[src/hw/rtl/usan_pkg.sv]
// Shared types and constants for the UTF-8 stream sanitizer.
package usan_pkg;

    // Input word: one raw byte plus the end-of-stream mark
    typedef struct packed {
        logic [7:0] in_byte;
        logic       end_of_stream;
    } in_word_t;

    // Output word: one sanitized byte plus the last-of-run mark
    typedef struct packed {
        logic [7:0] out_byte;
        logic       run_last;
    } out_word_t;

    // One emit unit: a literal byte or a full replacement character
    typedef struct packed {
        logic       is_rep;
        logic [7:0] data;
    } unit_t;

    localparam int unsigned MAX_UNITS = 4;

    // Work handed from the front to the back: up to four units, in order
    typedef struct packed {
        unit_t [MAX_UNITS-1:0] units;
        logic [2:0]            count;
    } cmd_t;

    // U+FFFD encoded
    localparam logic [7:0] REP_B0 = 8'hEF;
    localparam logic [7:0] REP_B1 = 8'hBF;
    localparam logic [7:0] REP_B2 = 8'hBD;

    // Scalar value limits
    localparam logic [20:0] CP_MIN_2B  = 21'h00080;
    localparam logic [20:0] CP_MIN_3B  = 21'h00800;
    localparam logic [20:0] CP_MIN_4B  = 21'h10000;
    localparam logic [20:0] CP_MAX     = 21'h10FFFF;
    localparam logic [20:0] SURR_LO    = 21'h0D800;
    localparam logic [20:0] SURR_HI    = 21'h0DFFF;

    // Sequence lengths
    localparam logic [2:0] LEN_NONE = 3'd0;
    localparam logic [2:0] LEN_2    = 3'd2;
    localparam logic [2:0] LEN_3    = 3'd3;
    localparam logic [2:0] LEN_4    = 3'd4;

endpackage

[src/hw/rtl/usan_front.sv]
// Front end: accepts bytes, tracks the open sequence, builds emit commands.
module usan_front (
    input  logic              clk,
    input  logic              rst_n,
    input  logic              valid,
    output logic              ready,
    input  usan_pkg::in_word_t data,
    input  logic              q_full,
    output logic              push,
    output usan_pkg::cmd_t    cmd
);

    logic [2:0]  exp_reg, exp_next;
    logic [1:0]  cnt_reg, cnt_next;
    logic [7:0]  held_reg [3];
    logic        hold_we;
    logic [1:0]  hold_idx;
    logic        accept;
    logic [7:0]  b;
    logic        is_cont;
    logic        fresh;
    logic        finish;
    logic        bad;
    logic [20:0] cp;
    logic [7:0]  seq [4];
    logic [2:0]  n;

    assign ready  = !q_full;
    assign accept = valid && ready;
    assign b      = data.in_byte;
    assign is_cont = (b[7:6] == 2'b10);
    assign finish = (({1'b0, cnt_reg} + 3'd1) >= exp_reg) || (cnt_reg == 2'd3);

    // Assemble the complete sequence and decode its scalar value
    always_comb
    begin
        seq[0] = held_reg[0];
        seq[1] = (exp_reg == usan_pkg::LEN_2) ? b : held_reg[1];
        seq[2] = (exp_reg == usan_pkg::LEN_3) ? b : held_reg[2];
        seq[3] = b;
        case (exp_reg)
            usan_pkg::LEN_2:
                cp = {10'd0, held_reg[0][4:0], b[5:0]};
            usan_pkg::LEN_3:
                cp = {5'd0, held_reg[0][3:0], held_reg[1][5:0], b[5:0]};
            default:
                cp = {held_reg[0][2:0], held_reg[1][5:0], held_reg[2][5:0], b[5:0]};
        endcase
        bad = ((exp_reg == usan_pkg::LEN_2) && (cp < usan_pkg::CP_MIN_2B)) ||
              ((exp_reg == usan_pkg::LEN_3) && (cp < usan_pkg::CP_MIN_3B)) ||
              ((exp_reg == usan_pkg::LEN_4) && (cp < usan_pkg::CP_MIN_4B)) ||
              (cp > usan_pkg::CP_MAX) ||
              ((cp >= usan_pkg::SURR_LO) && (cp <= usan_pkg::SURR_HI));
    end

    // Classify the byte and build the ordered list of emit units
    always_comb
    begin
        cmd      = '0;
        n        = 3'd0;
        exp_next = exp_reg;
        cnt_next = cnt_reg;
        hold_we  = 1'b0;
        hold_idx = 2'd0;
        fresh    = 1'b1;

        if (exp_reg != usan_pkg::LEN_NONE)
        begin
            if (is_cont)
            begin
                fresh = 1'b0;
                if (finish)
                begin
                    for (int k = 0; k < 4; k++)
                    begin
                        if (3'(k) < exp_reg && n < 3'd4)
                        begin
                            cmd.units[n[1:0]].is_rep = bad;
                            cmd.units[n[1:0]].data   = bad ? 8'h00 : seq[k];
                            n = n + 3'd1;
                        end
                    end
                    exp_next = usan_pkg::LEN_NONE;
                    cnt_next = 2'd0;
                end
                else
                begin
                    hold_we  = 1'b1;
                    hold_idx = cnt_reg;
                    cnt_next = cnt_reg + 2'd1;
                end
            end
            else
            begin
                // interrupted: one replacement per held byte
                for (int k = 0; k < 3; k++)
                begin
                    if (2'(k) < cnt_reg && n < 3'd4)
                    begin
                        cmd.units[n[1:0]].is_rep = 1'b1;
                        n = n + 3'd1;
                    end
                end
                exp_next = usan_pkg::LEN_NONE;
                cnt_next = 2'd0;
            end
        end

        if (fresh)
        begin
            if (b inside {[8'h00:8'h7F]})
            begin
                if (n < 3'd4)
                begin
                    cmd.units[n[1:0]].is_rep = 1'b0;
                    cmd.units[n[1:0]].data   = b;
                    n = n + 3'd1;
                end
            end
            else if (b inside {[8'hC0:8'hF7]})
            begin
                hold_we  = 1'b1;
                hold_idx = 2'd0;
                cnt_next = 2'd1;
                if (b inside {[8'hC0:8'hDF]})
                    exp_next = usan_pkg::LEN_2;
                else if (b inside {[8'hE0:8'hEF]})
                    exp_next = usan_pkg::LEN_3;
                else
                    exp_next = usan_pkg::LEN_4;
            end
            else if (n < 3'd4)
            begin
                // stray continuation or invalid lead
                cmd.units[n[1:0]].is_rep = 1'b1;
                n = n + 3'd1;
            end
        end

        // end of stream: flush what is still held
        if (data.end_of_stream)
        begin
            for (int k = 0; k < 3; k++)
            begin
                if (2'(k) < cnt_next && n < 3'd4)
                begin
                    cmd.units[n[1:0]].is_rep = 1'b1;
                    n = n + 3'd1;
                end
            end
            exp_next = usan_pkg::LEN_NONE;
            cnt_next = 2'd0;
        end

        cmd.count = n;
    end

    assign push = accept && (n != 3'd0);

    // Sequence state
    always_ff @(posedge clk or negedge rst_n)
    begin
        if (!rst_n)
        begin
            exp_reg <= usan_pkg::LEN_NONE;
            cnt_reg <= 2'd0;
        end
        else if (accept)
        begin
            exp_reg <= exp_next;
            cnt_reg <= cnt_next;
        end
    end

    // Held bytes
    always_ff @(posedge clk)
    begin
        for (int i = 0; i < 3; i++)
        begin
            if (accept && hold_we && hold_idx == 2'(i))
                held_reg[i] <= b;
        end
    end

endmodule

[src/hw/rtl/usan_fifo.sv]
// Short command queue between the front and back ends.
module usan_fifo #(
    parameter int unsigned DEPTH = 2
) (
    input  logic           clk,
    input  logic           rst_n,
    input  logic           push,
    input  usan_pkg::cmd_t push_data,
    input  logic           pop,
    output usan_pkg::cmd_t head,
    output logic           full,
    output logic           empty
);

    localparam int unsigned PW = (DEPTH > 1) ? $clog2(DEPTH) : 1;
    localparam int unsigned CW = $clog2(DEPTH + 1);

    usan_pkg::cmd_t mem_reg [DEPTH];
    logic [PW-1:0]  wr_ptr_reg, rd_ptr_reg;
    logic [CW-1:0]  count_reg;
    logic           do_push, do_pop;

    assign full    = (count_reg == CW'(DEPTH));
    assign empty   = (count_reg == '0);
    assign do_push = push && !full;
    assign do_pop  = pop && !empty;
    assign head    = mem_reg[rd_ptr_reg];

    // Pointers and fill count
    always_ff @(posedge clk or negedge rst_n)
    begin
        if (!rst_n)
        begin
            wr_ptr_reg <= '0;
            rd_ptr_reg <= '0;
            count_reg  <= '0;
        end
        else
        begin
            if (do_push)
                wr_ptr_reg <= (wr_ptr_reg == PW'(DEPTH - 1)) ? '0 : wr_ptr_reg + 1'b1;
            if (do_pop)
                rd_ptr_reg <= (rd_ptr_reg == PW'(DEPTH - 1)) ? '0 : rd_ptr_reg + 1'b1;
            if (do_push && !do_pop)
                count_reg <= count_reg + 1'b1;
            else if (do_pop && !do_push)
                count_reg <= count_reg - 1'b1;
        end
    end

    // Storage
    always_ff @(posedge clk)
    begin
        if (do_push)
            mem_reg[wr_ptr_reg] <= push_data;
    end

endmodule

[src/hw/rtl/usan_back.sv]
// Back end: walks the head command and emits one output word per cycle while the receiver does not stall it.
module usan_back (
    input  logic                 clk,
    input  logic                 rst_n,
    input  logic                 q_valid,
    input  usan_pkg::cmd_t       head,
    output logic                 pop,
    output logic                 out_valid,
    input  logic                 out_ready,
    output usan_pkg::out_word_t  out_data
);

    logic [1:0]          unit_idx_reg;
    logic [1:0]          sub_idx_reg;
    logic                valid_reg;
    usan_pkg::out_word_t data_reg;
    usan_pkg::unit_t     cur;
    logic [7:0]          cur_byte;
    logic                unit_last;
    logic                cmd_last;
    logic                emit;

    assign cur = head.units[unit_idx_reg];

    // Pick the byte of the current unit
    always_comb
    begin
        if (cur.is_rep)
        begin
            case (sub_idx_reg)
                2'd0:    cur_byte = usan_pkg::REP_B0;
                2'd1:    cur_byte = usan_pkg::REP_B1;
                default: cur_byte = usan_pkg::REP_B2;
            endcase
        end
        else
        begin
            cur_byte = cur.data;
        end
    end

    assign unit_last = !cur.is_rep || (sub_idx_reg == 2'd2);
    assign cmd_last  = unit_last && ({1'b0, unit_idx_reg} == (head.count - 3'd1));
    assign emit      = q_valid && (!valid_reg || out_ready);
    assign pop       = emit && cmd_last;

    // Walk position and output register valid
    always_ff @(posedge clk or negedge rst_n)
    begin
        if (!rst_n)
        begin
            unit_idx_reg <= 2'd0;
            sub_idx_reg  <= 2'd0;
            valid_reg    <= 1'b0;
        end
        else
        begin
            if (emit)
            begin
                valid_reg <= 1'b1;
                if (cmd_last)
                begin
                    unit_idx_reg <= 2'd0;
                    sub_idx_reg  <= 2'd0;
                end
                else if (unit_last)
                begin
                    unit_idx_reg <= unit_idx_reg + 2'd1;
                    sub_idx_reg  <= 2'd0;
                end
                else
                begin
                    sub_idx_reg <= sub_idx_reg + 2'd1;
                end
            end
            else if (out_ready)
            begin
                valid_reg <= 1'b0;
            end
        end
    end

    // Output payload
    always_ff @(posedge clk)
    begin
        if (emit)
        begin
            data_reg.out_byte <= cur_byte;
            data_reg.run_last <= cmd_last;
        end
    end

    assign out_valid = valid_reg;
    assign out_data  = data_reg;

endmodule

[src/hw/rtl/utf8_stream_sanitizer.sv]
// An accepted byte's command is written to the queue, then the back end loads its first output word.
// Throughput: one input byte per cycle while each byte yields at most one output byte and the receiver
// takes every word; a byte that yields N output bytes (up to 12) holds the back end until all are out,
// and input stalls once the command queue of QUEUE_DEPTH entries is full.
// Reset: asynchronous, active low; clears sequence state, queue and output valid at once.
module utf8_stream_sanitizer #(
    parameter int unsigned QUEUE_DEPTH = 2
) (
    input  logic                clk,
    input  logic                rst_n,
    input  logic                in_valid,
    output logic                in_ready,
    input  usan_pkg::in_word_t  in_data,
    output logic                out_valid,
    input  logic                out_ready,
    output usan_pkg::out_word_t out_data
);

    logic           q_push;
    logic           q_pop;
    logic           q_full;
    logic           q_empty;
    usan_pkg::cmd_t push_cmd;
    usan_pkg::cmd_t head_cmd;

    usan_front u_front (
        .clk    (clk),
        .rst_n  (rst_n),
        .valid  (in_valid),
        .ready  (in_ready),
        .data   (in_data),
        .q_full (q_full),
        .push   (q_push),
        .cmd    (push_cmd)
    );

    usan_fifo #(
        .DEPTH (QUEUE_DEPTH)
    ) u_fifo (
        .clk       (clk),
        .rst_n     (rst_n),
        .push      (q_push),
        .push_data (push_cmd),
        .pop       (q_pop),
        .head      (head_cmd),
        .full      (q_full),
        .empty     (q_empty)
    );

    usan_back u_back (
        .clk       (clk),
        .rst_n     (rst_n),
        .q_valid   (!q_empty),
        .head      (head_cmd),
        .pop       (q_pop),
        .out_valid (out_valid),
        .out_ready (out_ready),
        .out_data  (out_data)
    );

`ifndef NO_ASSERTIONS
    // A pushed command always carries between one and four units
    assert property (@(posedge clk) disable iff (!rst_n)
        q_push |-> (push_cmd.count != 3'd0) && (push_cmd.count <= 3'd4))
        else $error("command with bad unit count pushed");

    // Output words only come from a queued command
    assert property (@(posedge clk) disable iff (!rst_n)
        $rose(out_valid) |-> $past(!q_empty))
        else $error("output word appeared with an empty queue");

    // Queue cannot be full and empty together
    assert property (@(posedge clk) disable iff (!rst_n)
        !(q_full && q_empty))
        else $error("queue full and empty at once");
`endif

endmodule

[config.mk]
export PLATFORM = sky130hd
export DESIGN_NAME = utf8_stream_sanitizer
export DESIGN_NICKNAME = d
export VERILOG_FILES = /design/src/hw/rtl/usan_pkg.sv /design/src/hw/rtl/usan_front.sv /design/src/hw/rtl/usan_fifo.sv /design/src/hw/rtl/usan_back.sv /design/src/hw/rtl/utf8_stream_sanitizer.sv
export SDC_FILE = /design/constraint.sdc
export NUM_CORES = 1
export LEC_CHECK = 0
export ABC_AREA = 1
export BUFFER_PORTS_ARGS = -buffer_cell sky130_fd_sc_hd__buf_2
export CORE_ASPECT_RATIO = 2
export CORE_MARGIN = 10
export CORE_UTILIZATION = 55
export DETAILED_ROUTE_END_ITERATION = 7
export HOLD_SLACK_MARGIN = 0.02
export MAX_ROUTING_LAYER = met4
export PLACE_DENSITY = 0.72
export SYNTH_ARGS = -nofsm -noshare
export SYNTH_HDL_FRONTEND = slang
export SYNTH_SLANG_ARGS = --single-unit
[constraint.sdc]
create_clock -name clk -period 20 [get_ports clk]
set_clock_uncertainty 0.15 [all_clocks]
set_input_delay 2 -clock clk [delete_from_list [all_inputs] [get_ports clk]]
set_output_delay 2 -clock clk [all_outputs]
set_load 0.005 [all_outputs]
==> results of run 1 <==
## Yosys cell counts (all sizes together) (2+ instances only)
library cell,count,area share (%)
nand2,137,8.5
edfxtp,111,50
o21ai,83,6.4
inv,76,4.3
nor2,71,4.9
nand3,35,3.0
ha,30,5.6
o22ai,21,2.0
a21oi,14,1.6
dfrtp,14,5.3
clkbuf,12,0.68
o211ai,8,0.90
nor3,7,0.70
nand4,6,0.88
buf,5,0.53
o31ai,4,0.45
xnor2,4,0.53
a31oi,3,0.28
mux2i,3,0.45
nor4,3,0.28
o221ai,3,0.39
xor2,3,0.39
a21o,2,0.23
a32o,2,0.30
clkinv,2,0.11
o32ai,2,0.26
## through the flow
| step | area, um^2 | utilization, % | setup slack [ns] |
|---|---|---|---|
| 4_1_cts | 7525 | 63.92 | 13.54 |
| 3_5_place_dp | 6908 | 58.68 | 13.10 |
| 2_1_floorplan | 6654 | - | 12.78 |
| 3_3_place_gp | 6908 | 58.68 | 13.26 |
| 5_1_grt | 7525 | 63.92 | 13.12 |
| 6_report | 7525 | 63.92 | 13.56 |
## area by class of cell
type,count,area share [%]
Clock buffer,18,5.703
Clock inverter,13,2.494
Tap cell,145,2.411
Timing Repair Buffer,27,1.929
Sequential cell,125,48.95
Multi-Input combinational cell,449,34.62
Inverter,78,3.891
## logic make-up (layout without fill, tap and decap cells)
group                      after synthesis  after routing
buffers and inverters                   95            136
AOI/OAI and AO/OA                      148            148
adders and majority gates               30             30
and+or+nand+nor                        261            261
xor gates and xnor gates                 7              7
muxes                                    3              3
DFF                                    125            125
## path summary, 6_finish.rpt
| path | from | endpoint | cells after the start |
|---|---|---|---|
| worst max-delay path | in_data[7] | u_fifo.mem_reg[1][4] | 29 |
| worst min-delay path | u_fifo.wr_ptr_reg | u_fifo.wr_ptr_reg | 2 |
| worst max register to register | u_front.cnt_reg[0] | u_fifo.mem_reg[1][4] | 30 |
| worst min register to register | u_fifo.wr_ptr_reg | u_fifo.wr_ptr_reg | 2 |
| max in group asynchronous | rst_n | u_front.exp_reg[0] | 1 |
| min in group asynchronous | rst_n | u_back.unit_idx_reg[0] | 1 |
## worst min-delay path: stages, from the launching register on
cell and delay (ns):
dfrtp_1 0.35, nand2_1 0.06, nand2_1 0.05
## per-layer routing
layer  track usage, %  vias to the layer above
li1                 -                     2395
met1            18.19                     2315
met2            33.54                      180
met3            3.852                       47
met4            9.866                        0
met5                -                        -
## power breakdown
| part | switching [mW] | leakage [nW] | internal, mW |
|---|---|---|---|
| registers | 0.0292 | 1.22 | 0.362 |
| clock network | 0.112 | 0.295 | 0.209 |
| logic | 0.218 | 1.54 | 0.102 |
==> impl_results.md, run 1 <==
* WP buf/inv at 9
* Pin slew with the least headroom to its limit at 1.076 ns
* Hold Path Class: flip-flop to flip-flop
* Synth unique cells at 50
* Initial antenna violation count at 0
* Multi-input gate area at 2605 um^2
* Max reg flops at 78
* Gr usage total at 18.62%
* Core box area at 11770 um^2
* Proportion of synthesized area in mux cells at 0.4513%
* Leak Pwr at 3.049 nW
* DR WL met2 at 8.493 mm
* Rows at 56
* Worst-path maximum fanout at 39
* Worst hold slack at 0.3354 ns
* Max Slew Vio Count at 0
* Met3 Wirelength at 671 um
* Slowest stage delay, CP at 0.83 ns
* Area share of and/or/nand/nor cells after synthesis at 18.41%
* Num CTS Buffers at 17
* Post-CTS setup buffers at 0
* Max Cap Viol at 0
* N_diodes at 0
* Most frequent cells in the layout: nand2_1, edfxtp_1, o21ai_0, inv_1, nor2_1
* Initial Utilization at 56.53%
* Compound-cell area share of the yosys netlist at 13.61%
* DRT iter0 DRCs at 358
* Die area at 17160 um^2
* Nets at 741
* CP top delay family: simple AND/OR/NAND/NOR gates
* Post-route ant nets at 0
* WL final at 15.37 mm
* Clock sinks at 125
* Placer Congestion at 0.9260
* Top Metal Used: met4
* Unrepaired setup endpoints after global routing: false
* Clk Latency, worst-skew pair at 0.41 ns
* Hold-fix buffers, CTS at 0
* DR vias/cell at 5.774
* Peak supply drop at 0.08653 mV
* Port bufs at 23
* Remaining Overflow, GRT at 0
* Synth Area in XOR/XNOR at 0.9214%
* Post-synth ARST share at 11.20%
* Startpoint types: primary input
* Cell count after synthesis at 669
* Area grow syn2layout at 13.09%
* Placed insts at 824
* CTS tree: built
* Die Span Y at 175.6 um
* Ports at 24
* Pwr Total at 1.032 mW
* Residual DRC at 0
* Post-synthesis net count at 712
* Critical Path RT at 19.88 ns
* Fill cell count at 935
* Seq/Total Area, Yosys at 55.36%
* Post-detail-place hpwl at 11.09 mm
* Main combinational cell family by area after synthesis: simple AND/OR/NAND/NOR gates
* Synth Area in Adders at 5.641%
* Number of flops mapped to enable cells by yosys at 111
* Ratio of cells with drive above 1 in the final layout at 14.93%
* Reg2reg setup slack at 14.03 ns
* Synth Register Bits at 125
* CP max stage cell: nor2_4
* Most frequent CP cell: inv_1
* Largest net degree at the start of global routing at 42
* Worst setup EP type: flip-flop
* Clk pin slew, worst setup/hold paths at 0.06 ns
* Setup CP Type: primary input to flip-flop
* Vias in the first global route at 5078
* Tcrit/Tclk final at 32.21%
* Main synth FF type: edfxtp_1
* Fin crit period at 6.442 ns
* PostCTS Resize Cnt at 0
* Synth Cell Area at 6654 um^2
* First-pass GRT wire length at 25.05 mm
* Post-route insts no fill at 855
* Clk buf depth at 2
* WL per Instance at 17.97 um
* Worst endpoint data arrival time at 6.32 ns
* Die W at 97.78 um
* Syn. warnings at 0
* Syn Area/Cell at 9.946 um^2
* Status: finished clean
* Final setup violation count at 0
* Hold violation count in the final report at 0
* Fmax at 155.2 MHz
* Register area at 3684 um^2
* Clk root buf: clkbuf_16
* Commonest non-fill, non-tap cell in the layout: nand2_1
* DRT met1 WL at 5.621 mm
* Htree depth at 4
* Via Count at 4937
* Total power per unit cell area at 137.2 nW/um^2
* 1st-pass router iterations at 5
* TNS Setup at 0 ns
* Relative slew slack at 28.12%
Power figures use the tool's default switching activity.
==> run 2: changes to the inputs <==
--- a/config.mk
+++ b/config.mk
@@ -13,7 +13,7 @@
 export DETAILED_ROUTE_END_ITERATION = 7
 export HOLD_SLACK_MARGIN = 0.02
 export MAX_ROUTING_LAYER = met4
-export PLACE_DENSITY = 0.72
+export PLACE_DENSITY = 0.75
 export SYNTH_ARGS = -nofsm -noshare
 export SYNTH_HDL_FRONTEND = slang
 export SYNTH_SLANG_ARGS = --single-unit
==> constraint.sdc (replaced) <==
create_clock -name clk -period 5.9 [get_ports clk]
set_clock_uncertainty 0.15 [all_clocks]
set_input_delay 0.59 -clock clk [delete_from_list [all_inputs] [get_ports clk]]
set_output_delay 0.59 -clock clk [all_outputs]
set_load 0.005 [all_outputs]
==> run 2 against run 1 <==
Power grew to 3.3 times the previous value. Die area stayed put. Clock power rose to 3.1 times the previous value. Via count rose by 1.2%. Sequential power grew to 3.4 times the previous value. Core utilization is 0.13 points higher. Flip-flop and latch count unchanged. Non-clock buffer count grew 3. Global-route usage is 0.13 points lower. Routed wire length down 0.11%. Clock-buffer cell count rose by 1. First-iteration DRC count up 12%.
==> impl_results.md, run 2 (synthesized netlist as in run 1, its figures left out) <==
* Post-CTS setup buffers at 0 (unchanged)
* Port bufs at 23 (unchanged)
* Fmax at 184.0 MHz
* Post-route ant nets at 0 (unchanged)
* Gr usage total at 18.48% (was 18.62%)
* Die W at 97.78 um (unchanged)
* Clk Latency, worst-skew pair at 0.41 ns (about the same)
* CP max stage cell: dfrtp_1 (was nor2_4)
* Status: finished clean (unchanged)
* Critical Path RT at 6.04 ns (was 19.88 ns)
* Commonest non-fill, non-tap cell in the layout: nand2_1 (unchanged)
* CTS tree: built (unchanged)
* Most frequent cells in the layout: nand2_1, edfxtp_1, o21ai_0, inv_1, nor2_1 (unchanged)
* Ports at 24 (unchanged)
* Remaining Overflow, GRT at 0 (unchanged)
* Core box area at 11770 um^2 (unchanged)
* Slowest stage delay, CP at 0.45 ns (was 0.83 ns)
* TNS Setup at 0 ns (unchanged)
* Vias in the first global route at 5132 (was 5078)
* Initial Utilization at 56.53% (unchanged)
* Part of the power in combinational logic at 32.3% (was 31.0%)
* CP top delay family: adder cells (was simple AND/OR/NAND/NOR gates)
* Fill cell count at 914 (was 935)
* Sw Share at 35.58% (was 34.82%)
* Post-detail-place hpwl at 11.02 mm (was 11.09 mm)
* Rows at 56 (unchanged)
* Placer Congestion at 0.9315 (was 0.9260)
* Clk buf depth at 2 (unchanged)
* Max Slew Vio Count at 0 (unchanged)
* Reg power frac at 38.5% (was 37.9%)
* Leak Pwr at 3.045 nW (was 3.049 nW)
* Clk pin slew, worst setup/hold paths at 0.06 ns (about the same)
* Max Cap Viol at 0 (unchanged)
* First-pass GRT wire length at 24.96 mm (was 25.05 mm)
* Initial antenna violation count at 0 (unchanged)
* Most frequent CP cell: nand2_1 (was inv_1)
* Die area at 17160 um^2 (unchanged)
* Hold violation count in the final report at 0 (unchanged)
* Fin crit period at 5.434 ns
* DRT iter0 DRCs at 401 (was 358)
* Final setup violation count at 0 (unchanged)
* Area grow syn2layout at 13.31% (was 13.09%)
* Max reg flops at 78 (unchanged)
* Setup CP Type: flip-flop to flip-flop (was primary input to flip-flop)
* Tcrit/Tclk final at 92.10%
* Residual DRC at 0 (unchanged)
* 1st-pass router iterations at 5 (unchanged)
* Placed insts at 826 (was 824)
* Worst setup EP type: flip-flop (unchanged)
* Worst endpoint data arrival time at 5.57 ns (was 6.32 ns)
* Num CTS Buffers at 17 (unchanged)
* Pin slew with the least headroom to its limit at 0.9095 ns (was 1.076 ns)
* Total internal power at 2.212 mW (was 672.9 uW)
* Hold Path Class: primary input to flip-flop (was flip-flop to flip-flop)
* Peak supply drop at 0.3632 mV (was 0.08653 mV)
* DR vias/cell at 5.816 (was 5.774)
* Relative slew slack at 38.99% (was 28.12%)
* Post-layout util at 64.05% (was 63.92%)
* Net switching power at 1.222 mW (was 359.4 uW)
* WP buf/inv at 6 (was 9)
* Clock power share at 29.3% (was 31.1%)
* Via Count at 4996 (was 4937)
* Worst-path maximum fanout at 9 (was 39)
* Clock sinks at 125 (unchanged)
* Htree depth at 4 (unchanged)
* Unrepaired setup endpoints after global routing: false (unchanged)
* Largest net degree at the start of global routing at 42 (unchanged)
* Post-route insts no fill at 859 (was 855)
* N_diodes at 0 (unchanged)
* Ratio of cells with drive above 1 in the final layout at 15.41% (was 14.93%)
* Startpoint types: flip-flop (was primary input)
* WL final at 15.35 mm (was 15.37 mm)
* Nets at 744 (was 741)
* Total power per unit cell area at 455.5 nW/um^2 (was 137.2 nW/um^2)
* Die Span Y at 175.6 um (unchanged)
* Clk root buf: clkbuf_16 (unchanged)
* WL per Instance at 17.87 um (was 17.97 um)
-- run 2: cell types whose count changed in the layout (fill, tap and decap cells not counted), sizes merged --
| cell | previous run | this run |
|---|---|---|
| buf | 27 | 29 |
| bufinv | 4 | 2 |
| clkbuf | 18 | 19 |
| clkinv | 6 | 7 |
| clkinvlp | 2 | 3 |
| dlygate4sd3 | 0 | 1 |
-- run 2: path summary, 6_finish.rpt --
kind,startpoint,endpoint,slack [ns],cells past startpoint
worst max-delay path,u_front.cnt_reg[1],u_fifo.count_reg[1],0.47,33
worst min-delay path,out_ready,u_back.out_valid,0.24,2
worst max register to register,u_front.cnt_reg[1],u_fifo.count_reg[1],0.47,33
worst min register to register,u_fifo.wr_ptr_reg,u_fifo.wr_ptr_reg,0.33,2
max in group asynchronous,rst_n,u_front.cnt_reg[0],4.83,2
min in group asynchronous,rst_n,u_front.exp_reg[0],0.47,2
-- run 2: routing by layer --
| layer | part of all wire (%) | track usage, % | vias to the layer above |
|---|---|---|---|
| li1 | - | - | 2398 |
| met1 | 38 | 18.17 | 2398 |
| met2 | 55 | 32.76 | 149 |
| met3 | 3.4 | 3.852 | 51 |
| met4 | 4.2 | 10.66 | 0 |
| met5 | 0 | - | - |
-- run 2: worst reg2reg max path, delay by kind of cell, from the launching register on --
family	cells	cell delay (ns)
AOI/OAI and AO/OA	3	0.46
adders and majority gates	7	2.06
xor gates and xnor gates	1	0.14
DFF	1	0.45
and+or+nand+nor	16	1.68
buffers and inverters	6	0.37
-- run 2: stage by stage --
stage	hold WS, ns	area (um^2)	setup WS (ns)	total power, mW
after global routing	0.2353	7540	0.01276	3.653
after CTS	0.2252	7530	0.3548	3.445
after floorplan	0.1444	6656	0.2767	2.104
after global placement	0.3120	6948	0.6149	2.384
after detailed placement	0.3096	6948	0.3595	2.436
final	0.2394	7540	0.4662	3.435
-- run 2: final cells by class --
class / instances / area (um^2) / area share [%]
inverters: 78 / 292.8 / 3.883
repair buffers: 30 / 195.2 / 2.589
clock buffers: 19 / 432.9 / 5.742
multi-input cells: 449 / 2614 / 34.67
well taps: 145 / 181.4 / 2.406
flip-flops and latches: 125 / 3685 / 48.87
clock inverters: 13 / 138.9 / 1.842
-- run 2: timing repair --
| action | 4_1_cts | 5_1_grt |
|---|---|---|
| endpoints found under the hold margin | 14 | 0 |
| setup endpoints to repair | 0 | 1 |
| gates resized for setup | 0 | 4 |
| hold buffers | 1 | 0 |
-- run 2: power groups by stage --
stage	clock network [mW]	registers (mW)	logic, mW
floorplan	0	1.30	0.803
global placement	0	1.33	1.06
detailed placement	0	1.34	1.10
CTS	1.01	1.32	1.11
global route	1.05	1.34	1.26
finish	1.01	1.32	1.11
